File: src/hw/rtl/rplt_ram.sv
// ----------------------------------------------------------------------------
// rplt_ram
// Generic single-port RAM with registered read.
// ----------------------------------------------------------------------------
module rplt_ram #(
  parameter int unsigned Width = 8,
  parameter int unsigned Depth = 16,
  localparam int unsigned AddrW = (Depth > 1) ? $clog2(Depth) : 1
) (
  input  logic             clk_i,
  input  logic             we_i,
  input  logic [AddrW-1:0] addr_i,
  input  logic [Width-1:0] wdata_i,
  output logic [Width-1:0] rdata_o
);
  logic [Width-1:0] mem_q [Depth];

  always_ff @(posedge clk_i) begin
    if (we_i) begin
      mem_q[addr_i] <= wdata_i;
    end
    rdata_o <= mem_q[addr_i];
  end
endmodule

File: config.mk
export PLATFORM = sky130hd
export DESIGN_NAME = rplt_ram
export DESIGN_NICKNAME = d
export VERILOG_FILES = /design/src/hw/rtl/rplt_ram.sv
export SDC_FILE = /design/constraint.sdc
export NUM_CORES = 1
export LEC_CHECK = 0
export BUFFER_PORTS_ARGS = -buffer_cell sky130_fd_sc_hd__buf_2
export CORE_MARGIN = 3
export CORE_UTILIZATION = 43
export CTS_CLUSTER_DIAMETER = 100
export DETAILED_ROUTE_END_ITERATION = 16
export PLACE_DENSITY_LB_ADDON = 0.2
export SYNTH_ARGS = -nofsm -noshare
export SYNTH_HDL_FRONTEND = slang
export SYNTH_SLANG_ARGS = --single-unit
File: constraint.sdc
create_clock -name clk_i -period 3.9 [get_ports clk_i]
set_input_delay 0 -clock clk_i [delete_from_list [all_inputs] [get_ports clk_i]]
set_output_delay 0 -clock clk_i [all_outputs]
set_load 0.03 [all_outputs]
==> run summary, run 1 <==
status: complete, no violations
Final period util: 43.6%
NumNets Final: 281
Finished Layout Cells: 423
CP startpoint kind: input port
postcts setup bufs: 0
Crit Path Class: input port to flop
origin of the worst setup path: addr_i[0]
first drt pass iteration count: 4
Crit. End Element: flop
Chip Height: 115 µm
Crit path arrival time: 1.98 ns
Final GP Congestion: 0.772
hold_sp: wdata_i[4]
final-report hold violation count: 0
total CTS buffers: 17
cell count after synthesis: 230
Reg2Reg Setup Slack: 2.47 ns
vias per inst: 5.47
# setup viols final: 0
core area: 11500 µm²
clock root buffer: clkbuf_16
Die Area: 13100 µm²
HP Class: input port to flop
syn nets: 244
Starting DRT DRC Count: 169
skew final: 0.0146 ns
R2R cell count: 3
max incr delay on CP: 0.63 ns
first-pass GRT wire length: 15200 µm
minimum clock period: 1.70 ns
Power Density: 592 nW/µm²
Worst EP required: 4.18 ns
top-area cell type share of the netlist area: 75.9%
cells along the critical path: buf_2 > buf_4 > mux4_2 > a22oi_1 > nand2_1
drt wl/cell: 23.6 µm
I/O pin cnt: 22
largest net degree at the start of global routing: 40
yosys warns: 0
clk slew on worst S/H paths: 0.06 ns
mapped cell area: 5070 µm²
Achievable Freq: 588 MHz
WL final: 9980 µm
Synth-to-Final Area Change: 19.0%
initial core utilization: 44.2%
Via Count: 2312
VDD IR max: 0.000362 V
fraction of final layout cells sized beyond drive strength 1: 31.1%
# resized after CTS: 0
Port Buffers: 21
Pleak: 0.00198 µW
final setup TNS: 0 ns
CTS sink count: 136
global route total overflow: 0
Fillers: 871
worst rel slew slack: 20.7%
Core Util, Final: 52.6%
Diodes inserted: 0
Worst Setup EP: rdata_o[0]
post-DP HPWL: 6340 µm
synthesized area per cell: 22.0 µm²
worst flop-to-flop path startpoint: mem_q[15][2]
TritonCTS clock tree: built
Rows: 39
Synth area leaders: edfxtp_1 76%, mux4_2 14%, dfxtp_1 3.2%
CTS Buffer Depth: 2
Cell variety after synth: 18
worst-path fanout max: 26
RSZ-0062 raised after global routing: no
initial antenna violation count: 0
number of global-route vias before repair: 2383
Die W: 115 µm
max-slew violations: 0
Worst-Margin Slew: 1.18 ns
Seq/Total Area, Yosys: 79.0%
gr usage total: 16.7%
number of synthesized register bits: 136
CP max-delay cell: buf_2
max-cap check violation count: 0
CTS H-Tree Depth: 4
clk_lat worst skew: 0.41 ns
DP Cell Count: 387
DR DRC count: 0
RR Endpoint: rdata_o[2]
ANT nets after route: 0
dominant cell type by area after synthesis: edfxtp_1
==> through the flow <==
stage / area, µm² / power [µW] / setup slack [ns] / hold WS [ns]
final: 6030 / 3570 / 2.20 / 0.0110
after global routing: 6030 / 3680 / 2.02 / 0.0145
after CTS: 6030 / 3600 / 2.14 / 0.00794
after detailed placement: 5320 / 1850 / 1.71 / 0.425
after global placement: 5320 / 1840 / 1.73 / 0.424
after floorplan: 5070 / 1780 / 2.41 / 0.0989
==> cell usage after synthesis <==
cell type / instances
edfxtp_1: 128
nand3_1: 1
clkbuf_2: 1
buf_6: 2
nand3b_1: 2
mux4_2: 32
or3b_2: 1
a22oi_1: 16
nand2b_1: 2
dfxtp_1: 8
nand2_1: 9
and2_1: 1
buf_1: 4
nor2b_1: 2
nor2_1: 13
nor3_1: 4
clkbuf_1: 2
buf_2: 2
==> metal layers <==
metal / vias up / routed length [µm] / track usage, %
met5: - / 0 / 0
met4: 0 / 112 / 5.94
met3: 10 / 564 / 4.12
met2: 79 / 4920 / 25.1
met1: 1188 / 4380 / 23.8
li1: 1035 / - / -
==> final cells by class <==
cell class              count  area (µm²)  area share, %
well taps                 143         179           2.97
multi-input cells          83        1000           16.6
repair buffers             29         175           2.91
clock inverters             8         166           2.76
clock buffers              24         502           8.32
flip-flops and latches    136        4000           66.4
==> worst min path at each step <==
stage / slack [ns] / to / cells past startpoint
3_5_place_dp: 0.43 / mem_q[12][6] / 1
4_1_cts: 0.008 / mem_q[7][4] / 1
6_report: 0.01 / mem_q[7][4] / 1
5_1_grt: 0.01 / mem_q[7][4] / 1
3_3_place_gp: 0.42 / mem_q[12][6] / 1
2_1_floorplan: 0.1 / mem_q[0][0] / 0
==> critical path: cells and delay by family <==
family          cells  cell delay [ns]
compound gates      1             0.28
buf+inv             2             1.03
mux                 1             0.55
simple gates        1             0.10
==> sequential cells by signal, summed over array words and instances, names as in the netlist <==
signal   cells
mem_q      128
rdata_o      8
==> power breakdown <==
group          internal [µW]  leakage [µW]  total, µW  switching [µW]
registers               1640       0.00122       1650            10.3
clock network           1220      0.000324       1750             538
logic                   62.3      0.000431        170             108
total                   2910       0.00198       3570             656
==> cells by family after synthesis <==
group	synth area share, %
AO/OA/AOI/OAI	2.37
flip-flops	79.0
buffers and inverters	1.19
multiplexers	14.2
AND/OR/NAND/NOR	3.21
==> what timing repair did <==
item	CTS	global route
hold endpoints to repair	31	0
hold buffers	4	0
setup endpoints to repair	0	0
==> layout by cell type (no fill, tap or decap), types with 4 or more instances in the layout <==
cell type      count
mux4_2            32
clkbuf_16         17
buf_4              4
nand2_1            9
nor2_1            13
clkbuf_8           5
edfxtp_1         128
nor3_1             4
dlygate4sd3_1      4
buf_2             21
bufinv_16          5
dfxtp_1            8
a22oi_1           16
No activity file was read; power rests on OpenSTA's default activity.
==> run 2: changes to the inputs <==
==> constraint.sdc (replaced) <==
create_clock -name clk_i -period 1.6 [get_ports clk_i]
set_input_delay 0 -clock clk_i [delete_from_list [all_inputs] [get_ports clk_i]]
set_output_delay 0 -clock clk_i [all_outputs]
set_load 0.03 [all_outputs]
==> run 2 against run 1 <==
Power grew 120%. Setup slack lost 2.0 ns. Clock power grew 99%. Final cell count grew 6.9%. Combinational power grew to 2.6 times the previous value.
==> run summary, run 2 (same netlist as run 1, synthesis figures left out) <==
Post-CTS Hold Buffers: 4
Biggest register: mem_q
initial core utilization: 44.2%
worst setup margin: 0.246 ns
Chip Height: 115 µm
Worst-Margin Slew: 0.419 ns
total CTS buffers: 17
VDD IR max: 0.000844 V
max-cap check violation count: 0
CTS sink count: 136
clk slew on worst S/H paths: 0.05 ns
global route total overflow: 0
clk_lat worst skew: 0.40 ns
commonest non-fill, non-tap cell in the layout: edfxtp_1
Port Buffers: 21
DR DRC count: 0
Worst EP required: 1.87 ns
Final period util: 84.6%
Die W: 115 µm
worst-path fanout max: 1
# setup viols final: 0
fraction of final layout cells sized beyond drive strength 1: 35.3%
WL final: 10100 µm
skew final: 0.00892 ns
Crit Path Class: flop to flop
Die Area: 13100 µm²
drt wl/cell: 22.3 µm
# resized after CTS: 0
NumNets Final: 310
gr usage total: 16.6%
max-slew violations: 0
Diodes inserted: 0
Achievable Freq: 738 MHz
Synth-to-Final Area Change: 21.4%
Starting DRT DRC Count: 251
HP Class: input port to flop
worst rel slew slack: 72.1%
cell area after layout: 6150 µm²
Place WS: 0.187 ns
number of global-route vias before repair: 2556
first drt pass iteration count: 4
Crit path arrival time: 1.63 ns
TritonCTS clock tree: built
first-pass GRT wire length: 15500 µm
CP startpoint kind: flop
Pleak: 0.00208 µW
Power Density: 1290 nW/µm²
CTS Buffer Depth: 2
vias per inst: 5.39
largest net degree at the start of global routing: 25
CTS H-Tree Depth: 4
Via Count: 2438
biggest regs: mem_q (128), rdata_o (8)
ANT nets after route: 0
Rows: 39
Final GP Congestion: 0.757
minimum clock period: 1.35 ns
I/O pin cnt: 22
area post-placement: 5580 µm²
clock root buffer: clkbuf_16
postcts setup bufs: 0
core area: 11500 µm²
max reg flops: 128
final setup TNS: 0 ns
initial antenna violation count: 0
status: complete, no violations
commonest non-fill, non-tap cells in the layout: 128 x edfxtp_1, 32 x mux4_2, 30 x buf_4, 21 x buf_2, 17 x clkbuf_16
RSZ-0062 raised after global routing: no
Crit. End Element: flop
final-report hold violation count: 0
post-DP HPWL: 6590 µm
run 2: changes by cell type in the layout (fill, tap and decap cells not counted), sizes merged:
cell    delta
buf       +29
bufinv     -4
clkbuf     +4
run 2: final cells by class:
class | count | area (µm²)
multi-input cells | 83 | 1000
flip-flops and latches | 136 | 4000
repair buffers | 58 | 430
fillers | 874 | 5320
well taps | 143 | 179
clock buffers | 28 | 487
clock inverters | 4 | 46.3
run 2: worst max-delay path: stages, from the launching register on:
cell      delay, ns
edfxtp_1       0.38
mux4_2         0.48
a22oi_1        0.29
nand2_1        0.07
run 2: metrics by stage:
stage / total power, µW / util, % / instances / hold slack [ns]
6_report: 7940 / 53.6 / 452 / 0.0124
5_1_grt: 8200 / 53.6 / 452 / 0.00583
4_1_cts: 8010 / 53.6 / 452 / 0.00694
3_5_place_dp: 4530 / 48.6 / 416 / 0.409
3_3_place_gp: 4530 / 48.6 / 416 / 0.397
2_1_floorplan: 4330 / - / 230 / 0.0989
run 2: report_power, final:
part	internal (µW)	switching (µW)	leakage [µW]	total [µW]
Combinational	185	264	0.000597	448
Sequential	3990	26.1	0.00122	4010
Clock	2210	1270	0.000254	3480
Total	6390	1560	0.00208	7940
run 2: path summary, 6_finish.rpt:
check	from	endpoint	slack, ns	cells past startpoint
max	mem_q[10][0]	rdata_o[0]	0.25	3
min reg2reg	mem_q[14][1]	rdata_o[1]	0.68	3
max reg2reg	mem_q[10][0]	rdata_o[0]	0.25	3
min	wdata_i[3]	mem_q[7][3]	0.01	1
run 2: metal layers:
metal  part of all wire (%)  vias to the layer above  global-route usage, %
met5                      0                        -                      0
met4                    1.2                        0                   5.23
met3                    5.5                        9                   4.02
met2                     50                       68                   26.5
met1                     43                     1267                   22.9
li1                       -                     1094                      -
==> run 3: changes to the inputs <==
--- a/config.mk
+++ b/config.mk
@@ -5,6 +5,7 @@
 export SDC_FILE = /design/constraint.sdc
 export NUM_CORES = 1
 export LEC_CHECK = 0
+export ABC_AREA = 1
 export BUFFER_PORTS_ARGS = -buffer_cell sky130_fd_sc_hd__buf_2
 export CORE_MARGIN = 3
 export CORE_UTILIZATION = 43
==> constraint.sdc (replaced) <==
create_clock -name clk_i -period 1.3 [get_ports clk_i]
set_input_delay 0 -clock clk_i [delete_from_list [all_inputs] [get_ports clk_i]]
set_output_delay 0 -clock clk_i [all_outputs]
set_load 0.03 [all_outputs]
==> run 3 against run 2 <==
Synthesized area grew 10%. Largest cell class unchanged. Clock skew rose by 0.00056 ns. Critical path depth is 5 higher. Global-route usage is 1.4 points higher. Design area increased by 8.6%. Largest power group unchanged. Setup slack better by 0.051 ns.
==> run summary, run 3 <==
status: complete, no violations
minimum clock period: 1.00 ns
largest net degree at the start of global routing: 36
cell area after layout: 6680 µm²
DR DRC count: 0
clk_lat worst skew: 0.42 ns
area post-placement: 6060 µm²
yosys warns: 0
Top FF cell, synth: edfxtp_1
final-report hold violation count: 0
ANT nets after route: 0
initial antenna violation count: 0
skew final: 0.00948 ns
worst flop-to-flop path startpoint: mem_q[14][5]
Core Util, Final: 52.7%
Port Buffers: 21
RR Endpoint: rdata_o[5]
dominant cell type by area after synthesis: edfxtp_1
complex-gate fraction of the synthesized area: 0%
HP Class: input port to flop
DP Cell Count: 746
CTS H-Tree Depth: 4
Die Area: 14400 µm²
Crit. End Element: flop
Crit Path Class: flop to flop
first-pass GRT wire length: 19400 µm
hold_sp: wdata_i[4]
Reg2Reg Setup Slack: 0.30 ns
VDD IR max: 0.00106 V
fraction of final layout cells sized beyond drive strength 1: 14.5%
I/O pin cnt: 22
clock root buffer: clkbuf_16
RSZ-0062 raised after global routing: no
Biggest register: mem_q
Cell variety after synth: 11
vias per inst: 4.74
Diodes inserted: 0
ys async rst share: 0%
TritonCTS clock tree: built
Final period util: 77.2%
top-area cell type share of the netlist area: 68.7%
Post-synth EDFFs: 128
adder-cell share of the synthesized area: 0%
Post-CTS Hold Buffers: 0
total CTS buffers: 17
Worst-Margin Slew: 0.405 ns
WL final: 11900 µm
Finished Layout Cells: 778
number of global-route vias before repair: 3633
CP startpoint kind: flop
Place WS: 0.0313 ns
# setup viols final: 0
NumNets Final: 607
Pleak: 0.00287 µW
worst setup margin: 0.297 ns
postcts setup bufs: 0
initial core utilization: 44.1%
Starting DRT DRC Count: 224
Die W: 120 µm
clk slew on worst S/H paths: 0.06 ns
Final GP Congestion: 0.845
Synth-to-Final Area Change: 19.5%
XOR/XNOR share of the synthesized area: 0%
synthesized area per cell: 10.2 µm²
worst-path fanout max: 1
most instantiated cells after synthesis: 346 x nand2_1, 128 x edfxtp_1, 21 x inv_1
multiplexer area fraction after synthesis: 0%
Post-Synth Simple-Gate Area: 24.8%
Synth area leaders: edfxtp_1 69%, nand2_1 23%, dfxtp_1 2.9%
first drt pass iteration count: 4
max reg flops: 128
commonest non-fill, non-tap cell in the layout: nand2_1
Hold Path End: mem_q[4][4]
Via Count: 3685
global route total overflow: 0
Seq/Total Area, Yosys: 71.6%
post-DP HPWL: 7740 µm
max-cap check violation count: 0
core area: 12700 µm²
Worst EP required: 1.61 ns
Crit path arrival time: 1.32 ns
biggest regs: mem_q (128), rdata_o (8)
largest family of logic cells by synthesized area: simple AND/OR/NAND/NOR gates
Rows: 41
number of synthesized register bits: 136
WHS Path Cells: 1
cell with the most instances after synthesis: nand2_1
mapped cell area: 5590 µm²
worst rel slew slack: 73.0%
max-slew violations: 0
# resized after CTS: 0
syn nets: 562
drt wl/cell: 15.3 µm
cell count after synthesis: 548
CTS sink count: 136
commonest non-fill, non-tap cells in the layout: 346 x nand2_1, 128 x edfxtp_1, 22 x buf_4, 21 x inv_1, 21 x buf_2
gr usage total: 18.1%
CTS Buffer Depth: 2
Power Density: 1550 nW/µm²
R2R cell count: 8
Chip Height: 120 µm
Achievable Freq: 997 MHz
==> run 3: cell count changes after synthesis, sizes merged, moves of 3 or more <==
cell,change
buf,+10
nor2,+5
mux4,-32
a22oi,-16
nand3,+3
nor3,-4
nand2,+337
inv,+22
==> run 3: cells by family after synthesis <==
kind of cell           count (synthesis)
and+or+nand+nor                      368
DFF                                  136
buffers and inverters                 44
==> run 3: worst max-delay path by stage <==
stage	from	end	slack, ns	cells past startpoint
floorplan	addr_i[1]	mem_q[3][0]	-0.08	4
global route	mem_q[3][4]	rdata_o[4]	0.20	8
global placement	addr_i[0]	mem_q[5][6]	0.04	3
CTS	mem_q[14][5]	rdata_o[5]	0.30	8
detailed placement	addr_i[0]	mem_q[5][6]	0.03	3
finish	mem_q[14][5]	rdata_o[5]	0.30	8
==> run 3: final cells by class <==
cell class / instances / area [µm²]
fillers: 1120 / 5990
flip-flops and latches: 136 / 4000
multi-input cells: 368 / 1410
clock buffers: 25 / 569
repair buffers: 47 / 350
well taps: 172 / 215
inverters: 23 / 86.3
clock inverters: 7 / 50.0
==> run 3: routing by layer <==
metal	share of wire (%)	wire length (µm)	GRT usage [%]	vias up
li1	-	-	-	1838
met1	47	5540	25.6	1708
met2	45	5310	26.9	116
met3	6.4	758	4.15	23
met4	2.3	275	7.73	0
met5	0	0	0	-
==> run 3: critical path, stage by stage, from the launching register on <==
cell,delay [ns]
edfxtp_1,0.35
nand2_1,0.07
nand2_1,0.04
nand2_1,0.06
nand2_1,0.06
nand2_1,0.09
nand2_1,0.11
inv_1,0.07
nand2_1,0.05
==> run 3: stage by stage <==
| step | TNS, ns | hold slack (ns) | total power [µW] |
|---|---|---|---|
| after global placement | 0 | 0.436 | 5680 |
| after detailed placement | 0 | 0.437 | 5690 |
| after CTS | 0 | 0.00652 | 10500 |
| after floorplan | -4.29 | 0.0989 | 5420 |
| final | 0 | 0.0140 | 10400 |
| after global routing | 0 | 0.0193 | 10800 |
==> run 3: where the power goes <==
group | total, µW | switching, µW | leakage [µW] | internal (µW)
sequential | 4930 | 24.7 | 0.00122 | 4900
combinational | 666 | 477 | 0.00135 | 190
clock | 4790 | 1750 | 0.000299 | 3040
